**config.mk**
```make
export PLATFORM = sky130hd
export DESIGN_NAME = phd_calc
export DESIGN_NICKNAME = d
export VERILOG_FILES = /design/src/rtl/phd_pkg.sv /design/src/rtl/phd_calc.sv
export SDC_FILE = /design/constraint.sdc
export NUM_CORES = 2
export LEC_CHECK = 0
export ABC_AREA = 1
export ABC_CLOCK_PERIOD_IN_PS = 9500
export BUFFER_PORTS_ARGS = -buffer_cell sky130_fd_sc_hd__buf_2
export CAP_MARGIN = 10
export CORE_ASPECT_RATIO = 1.75
export CORE_UTILIZATION = 45
export DETAILED_ROUTE_END_ITERATION = 6
export MAX_ROUTING_LAYER = met4
export SLEW_MARGIN = 20
export SYNTH_ARGS = -nofsm -noshare
export SYNTH_HDL_FRONTEND = slang
export SYNTH_SLANG_ARGS = --single-unit
```
**constraint.sdc**
```tcl
create_clock -name clk -period 9.5 [get_ports clk]
set_input_delay 0.475 -clock clk [delete_from_list [all_inputs] [get_ports clk]]
set_output_delay 0.475 -clock clk [all_outputs]
set_load 0.02 [all_outputs]
```
**src/rtl/phd_pkg.sv**
```systemverilog
// shared constants, codes and types for the pair distance histogram unit
package phd_pkg;

  // default build sizes
  localparam int NUM_BINS_DEF    = 256;
  localparam int NUM_SPECIES_DEF = 4;
  localparam int SUM_WIDTH_DEF   = 48;

  // fixed field widths
  localparam int IDX_W      = 24;
  localparam int DIST_W     = 24;
  localparam int TYPE_W     = 2;
  localparam int REQ_W      = 2;
  localparam int RBIN_W     = 8;
  localparam int CONC_W     = 16;
  localparam int NBCFG_W    = 9;
  localparam int VALUE_W    = 48;
  localparam int CFG_IDX_W  = 3;
  localparam int CFG_DATA_W = 24;
  localparam int PROD_W     = 2 * DIST_W;
  localparam int INC_W      = 2 * CONC_W + 1;
  localparam int K_W        = PROD_W - 32;

  // register indexes
  localparam logic [CFG_IDX_W-1:0] REG_CUTOFF        = 3'd0;
  localparam logic [CFG_IDX_W-1:0] REG_INV_BIN_WIDTH = 3'd1;
  localparam logic [CFG_IDX_W-1:0] REG_NUM_BINS      = 3'd2;
  localparam logic [CFG_IDX_W-1:0] REG_INV_CONC_0    = 3'd3;
  localparam logic [CFG_IDX_W-1:0] REG_INV_CONC_1    = 3'd4;
  localparam logic [CFG_IDX_W-1:0] REG_INV_CONC_2    = 3'd5;
  localparam logic [CFG_IDX_W-1:0] REG_INV_CONC_3    = 3'd6;

  // request codes
  localparam logic [REQ_W-1:0] REQ_ADD        = 2'd0;
  localparam logic [REQ_W-1:0] REQ_READ       = 2'd1;
  localparam logic [REQ_W-1:0] REQ_READ_CLEAR = 2'd2;

  typedef struct packed {
    logic [DIST_W-1:0]            cutoff;
    logic [DIST_W-1:0]            inv_bin_width;
    logic [NBCFG_W-1:0]           num_bins;
    logic [3:0][CONC_W-1:0]       inv_conc;
  } cfg_t;

endpackage

```
**src/rtl/phd_calc.sv**
```systemverilog
// registered multipliers: bin position product and pair increment
module phd_calc (
  input  logic                          clk,
  input  logic [phd_pkg::DIST_W-1:0]    distance,
  input  logic [phd_pkg::DIST_W-1:0]    inv_bin_width,
  input  logic [phd_pkg::CONC_W-1:0]    conc_a,
  input  logic [phd_pkg::CONC_W-1:0]    conc_b,
  output logic [phd_pkg::PROD_W-1:0]    product,
  output logic [phd_pkg::INC_W-1:0]     incr
);

  logic [2*phd_pkg::CONC_W-1:0] conc_prod;

  assign conc_prod = conc_a * conc_b;

  always_ff @(posedge clk) begin
    product <= distance * inv_bin_width;
    // times two is a shift
    incr    <= {conc_prod, 1'b0};
  end

endmodule

```
# Word-level counts from Yosys, hierarchy flattened
# Cells that the tools add are included.
word_totals:
  register_bits: 80
  out_inout_bits: 81
  input_bits: 81
op_classes:
  n_mul: 2
op_table:
  columns: ["cell", "count"]
  rows:
  - ["$mul A24 B24 Y48", 1]
  - ["$mul A16 B16 Y32", 1]

# Depth between registers and ports, before layout
depth:
  word_depth: 1
  depth_mapped: 29
  depth_no_buf: 28

# Least setup slack after synthesis
# OpenSTA, ideal clock, no wires.
synth_timing:
  kind: "input -> register"
  startpoint: "in distance[13] (netlist bit)"
  endpoint: "reg product[40] (netlist bit)"
  required_time_ps: 9388
  arrival_ps: 5701
  stages: 26
  setup_ps: 112
  path_slack_ps: 3687
  n_path_buf: 1
  path_cell_list: "clkbuf_1 -> nand2_1 -> fa_1 -> inv_1 -> fa_1 -> inv_1 -> fa_1 -> inv_1 -> fa_1 -> inv_1 -> fa_1 -> inv_1 -> fa_1 -> inv_1 -> fa_1 -> inv_1 -> ha_1 -> nand2_1 -> nor2_2 -> inv_1 -> nor2_1 -> nand3b_1 -> nand3_2 -> nand2_1 -> nand3_1 -> nand2_1"
synth_via:
  elab_chain_len: 1
synth_rtl:
  columns: ["element", "line_no", "rtl"]
  rows:
  - ["start: declaration", "phd_calc.sv:4", "input logic [phd_pkg::DIST_W-1:0] distance,"]
  - ["$mul A24 B24 Y48", "phd_calc.sv:17", "product <= distance * inv_bin_width;"]
  - ["end signal: assignment", "phd_calc.sv:17", null]
  - ["end: declaration", "phd_calc.sv:8", "output logic [phd_pkg::PROD_W-1:0] product,"]
# No other way between the ends.

# Worst setup path after layout
layout_timing:
  startpoint: "in distance[7] (netlist bit)"
  endpoint: "reg product[34] (netlist bit)"
# The elaborated chain is that of the path after synthesis.

==> results.cfg <==
[setup_path]
cpMaxStageDelayCell = fa_1
crit_buf_inv = 6
critPathRequiredTime_ns = 9.76
crit_type = input port to flop
critical_path.max_fanout = 24
cp.depth = 24
arrival_ns = 6.54
max_stage_delay_ns = 0.57
path_cells = buf_2, nand2_1, fa_1, inv_1, fa_1, inv_1, fa_1, inv_1, fa_1, fa_1, fa_1, inv_1, fa_1, inv_1, ha_1, nand2_1, nor2_1, nand2_1, nor2_1, nand2_1, nand3_2, nand2_1, nand3_1, nand2_1
endpoint_kind = flop
critPathTopFamily = adder cells
start_kind = input port
cp_common_cell = fa_1

[sta]
period_share_pct = 66.2
setup_violations = 0
max_slew.worst_pin.slew_ns = 0.751
layout_setup_ws_ns = 3.21
rsz0062_at_grt = no
hold_viol_final = 0
finalSetupTns_ns = 0
fmax_mhz = 159
slew_violations = 0
slew-limit-headroom_pct = 50.0
post-route-min-period_ns = 6.29

[grt]
grt_max_degree = 25
track_usage_pct = 27.5
overflow = 0
grt_pass1_vias = 27437
grt_pass1_wl_mm = 144
antenna_found_initial = 2

[final_layout]
nFillCells = 6998
register_area_um2 = 1600
design.final.nets = 5218
final_cell_mix = inv_1, nand2_1, fa_1, ha_1, buf_2
layout-drive-gt1-share_pct = 4.87
syn_to_final_growth_pct = 5.42
postLayoutCoreUtil_pct = 47.8
multiInputGateArea_um2 = 23800
final_common_cell = inv_1
final_cell_area_um2 = 32700

[logic_synthesis]
synthCells = 4170
yosysTopAreaCellShare_pct = 43.6
yosys_warnings = 0
yosysSeqAreaShare_pct = 5.17
ys_types = 33
synth_edf_count = 0
avgSynthCellArea_um2 = 7.44
ys_dominant_reg_cell = dfxtp_1
syn-num-nets = 5205
yosysTopAreaCell = fa_1
synthTopCellsByArea = fa_1, inv_1, nand2_1
synth-async-reset-ratio_pct = 0
synth-seq-cells = 80
synth_area_um2 = 31000

[die]
placementRows = 127
die_area_um2 = 70000
die_h_um = 349
initial_core_util_pct = 45.4
core_um2 = 68300
die_width_um = 200
io_pins = 162

[cts]
clkTransAtPathRegs_ns = 0.07
cts_hold_buf = 0
cts_buffers = 9
cts_tree = done
htreeDepth = 3
ctsLongestPathBuffers = 2
cts_setup_buffers = 0
ctsResizeCount = 0
clock_sinks = 80
cts_root_buf = clkbuf_16

[route]
drc = 0
vias = 24971
drt_pass1_iterations = 6
drtIter0Drc = 1185
ant_nets = 0
wl_mm = 89.0
viasPerCell = 4.90
avgRoutedWirePerCell_um = 17.5

[placement]
gp_congestion = 0.979
placed_area_um2 = 32400
place_hpwl_mm = 75.7
io_buffer_count = 160
pre_cts_slack_ns = 2.82

[outcome]
status = finished, final reports clean

[min_path]
hp-class = input port to flop
holdPathStages = 3

[flow_run]
maxCapViolations = 0
-- through the flow --
stage / hold slack (ns) / instances
after floorplan: 0.568 / 4170
after global placement: 0.892 / 5075
after detailed placement: 0.891 / 5075
after CTS: 0.506 / 5091
after global routing: 0.571 / 5092
final: 0.530 / 5092
-- sequential cells by signal, indices dropped and copies added (netlist names) --
register  count
incr         32
product      48
-- synth_stat cells (2+ instances only) --
cell,n
nand2_2,5
a21oi_1,63
o21ai_0,23
nand3b_1,2
nor2_2,8
fa_1,676
o21a_1,2
dfxtp_1,80
inv_2,2
nand3_1,56
nand3_2,7
a31oi_1,4
and2_1,2
or2_1,2
a21o_1,2
xor2_1,34
nand4_1,12
ha_1,278
clkbuf_1,160
nor3_1,14
xnor2_1,10
o21bai_1,7
inv_1,1333
nand2_1,1277
nor2_1,103
-- cell families after synthesis --
| logic type | share of synthesized area [%] |
|---|---|
| buffers and inverters | 18.1 |
| AND/OR/NAND/NOR | 18.8 |
| adder cells (fa/ha/maj) | 54.9 |
| AO/OA/AOI/OAI | 1.80 |
| flip-flops | 5.17 |
| XOR/XNOR | 1.24 |
| other | 0.0121 |
-- worst paths after layout --
| kind | from | to | slack (ns) |
|---|---|---|---|
| min | conc_b[0] | incr[1]$_DFF_P_ | 0.53 |
| max | distance[7] | product[34]$_DFF_P_ | 3.21 |
-- tightest hold or removal path, cell delays in order --
cell and delay (ns):
buf_2 0.23, nand2_1 0.12, inv_1 0.04
-- final cells by class --
type,instances,area share (%)
Antenna cell,1,0.00766
Sequential cell,80,4.90
Multi-Input combinational cell,2594,72.8
Clock buffer,9,0.689
Tap cell,903,3.46
Inverter,1335,15.3
Clock inverter,7,0.325
Timing Repair Buffer,163,2.52
-- per-layer routing --
layer	part of all wire [%]	GRT usage (%)	up-vias	routed length (µm)
met4	4.7	11.6	0	4170
met1	35	28.3	12401	31100
met5	0	-	-	0
met3	4.5	2.10	219	3970
met2	56	52.9	781	49800
li1	-	-	11570	-
Power is not shown: default switching activity piles up to over one toggle a cycle in this logic, so the estimate is an artifact.
