## src/rtl/phd_pkg.sv

```systemverilog
// shared constants, codes and types for the pair distance histogram unit
package phd_pkg;

  // default build sizes
  localparam int NUM_BINS_DEF    = 256;
  localparam int NUM_SPECIES_DEF = 4;
  localparam int SUM_WIDTH_DEF   = 48;

  // fixed field widths
  localparam int IDX_W      = 24;
  localparam int DIST_W     = 24;
  localparam int TYPE_W     = 2;
  localparam int REQ_W      = 2;
  localparam int RBIN_W     = 8;
  localparam int CONC_W     = 16;
  localparam int NBCFG_W    = 9;
  localparam int VALUE_W    = 48;
  localparam int CFG_IDX_W  = 3;
  localparam int CFG_DATA_W = 24;
  localparam int PROD_W     = 2 * DIST_W;
  localparam int INC_W      = 2 * CONC_W + 1;
  localparam int K_W        = PROD_W - 32;

  // register indexes
  localparam logic [CFG_IDX_W-1:0] REG_CUTOFF        = 3'd0;
  localparam logic [CFG_IDX_W-1:0] REG_INV_BIN_WIDTH = 3'd1;
  localparam logic [CFG_IDX_W-1:0] REG_NUM_BINS      = 3'd2;
  localparam logic [CFG_IDX_W-1:0] REG_INV_CONC_0    = 3'd3;
  localparam logic [CFG_IDX_W-1:0] REG_INV_CONC_1    = 3'd4;
  localparam logic [CFG_IDX_W-1:0] REG_INV_CONC_2    = 3'd5;
  localparam logic [CFG_IDX_W-1:0] REG_INV_CONC_3    = 3'd6;

  // request codes
  localparam logic [REQ_W-1:0] REQ_ADD        = 2'd0;
  localparam logic [REQ_W-1:0] REQ_READ       = 2'd1;
  localparam logic [REQ_W-1:0] REQ_READ_CLEAR = 2'd2;

  typedef struct packed {
    logic [DIST_W-1:0]            cutoff;
    logic [DIST_W-1:0]            inv_bin_width;
    logic [NBCFG_W-1:0]           num_bins;
    logic [3:0][CONC_W-1:0]       inv_conc;
  } cfg_t;

endpackage

```

## src/rtl/phd_cfg_regs.sv

```systemverilog
// configuration register bank with its write port
module phd_cfg_regs (
  input  logic                             clk,
  input  logic                             rst,
  input  logic                             cfg_wr_en,
  input  logic [phd_pkg::CFG_IDX_W-1:0]    cfg_index,
  input  logic [phd_pkg::CFG_DATA_W-1:0]   cfg_data,
  output phd_pkg::cfg_t                    cfg
);

  always_ff @(posedge clk) begin
    if (rst) begin
      cfg.cutoff        <= 24'hFFFFFF;
      cfg.inv_bin_width <= 24'd65536;
      cfg.num_bins      <= 9'd256;
      cfg.inv_conc[0]   <= 16'd4096;
      cfg.inv_conc[1]   <= 16'd4096;
      cfg.inv_conc[2]   <= 16'd4096;
      cfg.inv_conc[3]   <= 16'd4096;
    end else if (cfg_wr_en) begin
      case (cfg_index)
        phd_pkg::REG_CUTOFF:        cfg.cutoff        <= cfg_data;
        phd_pkg::REG_INV_BIN_WIDTH: cfg.inv_bin_width <= cfg_data;
        phd_pkg::REG_NUM_BINS:      cfg.num_bins      <= cfg_data[phd_pkg::NBCFG_W-1:0];
        phd_pkg::REG_INV_CONC_0:    cfg.inv_conc[0]   <= cfg_data[phd_pkg::CONC_W-1:0];
        phd_pkg::REG_INV_CONC_1:    cfg.inv_conc[1]   <= cfg_data[phd_pkg::CONC_W-1:0];
        phd_pkg::REG_INV_CONC_2:    cfg.inv_conc[2]   <= cfg_data[phd_pkg::CONC_W-1:0];
        phd_pkg::REG_INV_CONC_3:    cfg.inv_conc[3]   <= cfg_data[phd_pkg::CONC_W-1:0];
        default: ;
      endcase
    end
  end

endmodule

```

## config.mk

```make
export PLATFORM = sky130hd
export DESIGN_NAME = phd_cfg_regs
export DESIGN_NICKNAME = d
export VERILOG_FILES = /design/src/rtl/phd_pkg.sv /design/src/rtl/phd_cfg_regs.sv
export SDC_FILE = /design/constraint.sdc
export NUM_CORES = 1
export LEC_CHECK = 0
export ABC_AREA = 1
export BUFFER_PORTS_ARGS = -buffer_cell sky130_fd_sc_hd__clkbuf_2
export CAP_MARGIN = 0
export CORE_UTILIZATION = 28
export CTS_BUF_LIST = sky130_fd_sc_hd__clkbuf_8
export CTS_CLUSTER_SIZE = 20
export DETAILED_ROUTE_END_ITERATION = 6
export GPL_TIMING_DRIVEN = 0
export PLACE_DENSITY = 0.62
export SLEW_MARGIN = 10
export SYNTH_ARGS = -nofsm -noshare
export SYNTH_HDL_FRONTEND = slang
export SYNTH_SLANG_ARGS = --single-unit
```

## constraint.sdc

```tcl
create_clock -name clk -period 1.1 [get_ports clk]
set_input_delay 0.22 -clock clk [delete_from_list [all_inputs] [get_ports clk]]
set_output_delay 0.22 -clock clk [all_outputs]
set_load 0.03 [all_outputs]
```

# After elaboration in Yosys (flattened, before gate mapping)
# Index checks and enable logic that the tools add are counted.
# word_totals
ff_bits	121
inputBits	30
output_inout_bits	121
word_cells	21
# classes
n_eq_ne	6
n_reduce_logical	8
# op_table
cell	count
AND reduction 2 bit	7
equality test 3 bit (second input constant)	3
equality test 3 x 2 -> 1 bit (second input constant)	2
equality test 3 x 1 -> 1 bit (second input constant)	1
zero test 3 bit	1

# Longest topological paths before layout
# logic_depth
ltp_word	2
ltp_mapped	7
mapped_depth_nobuf	5

# Worst setup path before layout
# No wires, ideal clock.
# synth_path
path_type	input port to flip-flop
start	input cfg_index[0] in the netlist's numbering
end	register cfg[100] in the netlist's numbering
setup_time_ps	130
arrival_time_ps	956
required_time_ps	970
slack_ps	14
stages	5
path_buffers	1
path_cell_list	nor2_1 nand2_1 buf_2 nand2_1 nand3_1
# synth_between
elab_chain_cells	2
# synth_lines
item	line	rtl
start: declaration	phd_cfg_regs.sv:6	input logic [phd_pkg::CFG_IDX_W-1:0] cfg_index,
zero test 3 bit	phd_cfg_regs.sv:21	case (cfg_index)
AND reduction 2 bit (no line)	--	
end: declaration	phd_cfg_regs.sv:8	output phd_pkg::cfg_t cfg
# No other way between the ends.
# A chain may end at the register's enable or synchronous reset.

# Worst setup path after layout
# layout_path
start	register cfg[34] in the netlist's numbering
end	output cfg[34] in the netlist's numbering
# No word-level cell between the ends.

==> metrics.yaml <==
violations: "negative setup slack"
hold_class: "input port to register"
status: "complete, but fails checks"
final_max_slew_viol_count: 0
synth_area_per_cell_um2: 7.07
grt_pass1_wl_um: 26700
cpLargestDelayFamily: "flip-flops"
fmax_mhz: 851
path_class: "register to primary output"
fin_skew_ps: 0
report.power.total_mw: 9.94
slowest_stage: "dfxtp_4"
dp_hpwl_um: 11500
chipHeight_um: 132
track_usage: 0.202
arrival_ps: 960
setup_viol: 121
coreArea_mm2: 0.0161
htreeDepth: 4
fin_util: 0.480
port_buffers: 150
synthesis.area_mm2: 0.00470
gp_congestion: 0.819
netlist_instances: 665
worstPathRequired_ps: 880
rsz0062_at_grt: "true"
tritoncts: "done"
worstSkewPairLatency_ps: 440
startpoint_type: "register"
slew_headroom: 0.621
drive_gt1_frac: 0.403
grt_pass1_vias: 4805
ir_worst_vdd_mv: 0.716
drtIter0Drc: 306
grt_max_degree: 17
path_buf_inv: 1
synth.yosys.warnings: 0
finalNetCount: 893
antenna_cells: 0
top_register: "cfg"
cts_root_buffer: "clkbuf_8"
drt-wirelength-per-cell_um: 15.8
largest_reg_flops: 121
fin_ws_ps: -75.2
fillers: 1591
cts_inserted_buffers: 17
ys_ff_latch: 121
worstPathMaxFanout: 2
netlist.top_cell.by_area: "dfxtp_1"
cellLeakagePower_nw: 3.48
syn_nets: 695
finalWirelength_um: 17200
via_count: 4980
cts.sinks: 121
p_per_area_mw_per_mm2: 1280
gr-total-overflow: 0
yosysTopAreaCellShare: 0.515
yosys-top-cells-area: "dfxtp_1, nor2_1, nand3_1, nand2_1, buf_2"
seq_area_frac_synth: 0.515
stdcell_count: 1092
worst_pin_slew_ps: 569
die_w_um: 132
boundaryPins: 151
ys_types: 14
cpPeakStageDelay_ps: 360
finalCritPeriodShare: 1.07
clk_pin_slew_ps: 80
fin_setup_tns_ps: -5820
drc_errors: 0
hold_viol_final: 0
start_util: 0.292
placementRows: 46
cap_viol_max_count: 0
area_delta_synth_final_pct: 64.7
postPlaceCellArea_mm2: 0.00572
die-area_mm2: 0.0173
end_kind: "primary output"
min_period_ps: 1180
drt-pass1-iter-count: 5
antenna_found_initial: 0
cts.path.max_buffers: 2
path_cells: "buf_8"
via_per_inst: 4.56
dp_cells: 1031
final_area_mm2: 0.00774
ant_nets: 0
reg_top3: "cfg: 121 flops"
## per-stage QoR
| step | worst slack [ps] | hold slack (ps) |
|---|---|---|
| floorplan | 13.7 | 333 |
| global placement | -433 | 432 |
| detailed placement | -467 | 440 |
| CTS | -116 | 10.9 |
| global route | -115 | 55.6 |
| finish | -75.2 | 60.2 |
## worst register-to-register path, delay by kind of cell, from the launching register on
kind,cells,cell delay [ps]
DFF,1,340
and+or+nand+nor,2,140
buffers and inverters,1,140
## timing repair
item                       4_1_cts  5_1_grt
buffers inserted                 1        6
gates resized for setup        363      135
cloned                           0        0
hold endpoints to repair        23        0
hold buffers                    22        0
setup endpoints to repair      121      145
## power by group
| part | switching (mW) | leakage (nW) | internal, mW | total (mW) |
|---|---|---|---|---|
| logic | 0.967 | 2.29 | 0.696 | 1.66 |
| registers | 0.145 | 1.02 | 4.56 | 4.70 |
| clock network | 1.96 | 0.180 | 1.62 | 3.58 |
## cell usage in the layout, fill, tap and decap left out
cell type      synthesis  final
nor2_1               185    184
nand2_1              155    155
nand3_1              121    121
buf_8                  0    121
dfxtp_2                0    115
clkbuf_2               0     31
inv_1                 26     24
dlygate4sd3_1          0     22
buf_2                 21     21
clkbuf_8               0     18
buf_4                  4     11
buf_1                  7      7
clkinv_4               0      7
nor2_2                 5      6
clkbuf_1               8      6
dfxtp_4                0      6
clkinvlp_4             0      5
inv_2                  4      4
o21ai_0                4      4
nor2_4                 3      3
clkinv_2               0      3
nand2_2                1      1
inv_6                  0      1
## synthesized netlist by cell type
| master | count |
|---|---|
| inv_1 | 26 |
| buf_4 | 4 |
| nor2_2 | 5 |
| nand3_1 | 121 |
| inv_2 | 4 |
| nor2_1 | 185 |
| dfxtp_1 | 121 |
| nand2_2 | 1 |
| o21ai_0 | 4 |
| buf_1 | 7 |
| clkbuf_1 | 8 |
| nand2_1 | 155 |
| buf_2 | 21 |
| nor2_4 | 3 |
## layout make-up
| class | count | area [µm²] | area share |
|---|---|---|---|
| Timing Repair Buffer | 179 | 2230 | 0.289 |
| Multi-Input combinational cell | 474 | 1980 | 0.255 |
| Sequential cell | 121 | 2590 | 0.335 |
| Buffer | 40 | 194 | 0.0251 |
| Clock inverter | 14 | 104 | 0.0134 |
| Inverter | 30 | 124 | 0.0160 |
| Clock buffer | 18 | 248 | 0.0320 |
| Tap cell | 216 | 270 | 0.0349 |
## metal layers
| metal | vias up | share of wire | GRT usage |
|---|---|---|---|
| met5 | - | 0 | 0 |
| met2 | 176 | 0.48 | 0.337 |
| met3 | 30 | 0.067 | 0.0625 |
| met1 | 2293 | 0.43 | 0.240 |
| li1 | 2481 | - | - |
| met4 | 0 | 0.026 | 0.0807 |
## cell families after synthesis
logic type,share of synthesized area
flops,0.515
buf+inv,0.0647
simple gates,0.416
compound gates,0.00426
## path summary, 6_finish.rpt
kind	cells past startpoint	slack (ps)	from	to
hold / removal	3	60	cfg_data[8]	cfg[72]
setup reg to reg	3	360	cfg[114]	cfg[114]
hold reg to reg	2	490	cfg[89]	cfg[89]
setup / recovery	1	-80	cfg[34]	cfg[34]
(Power assumes the default switching activity.)
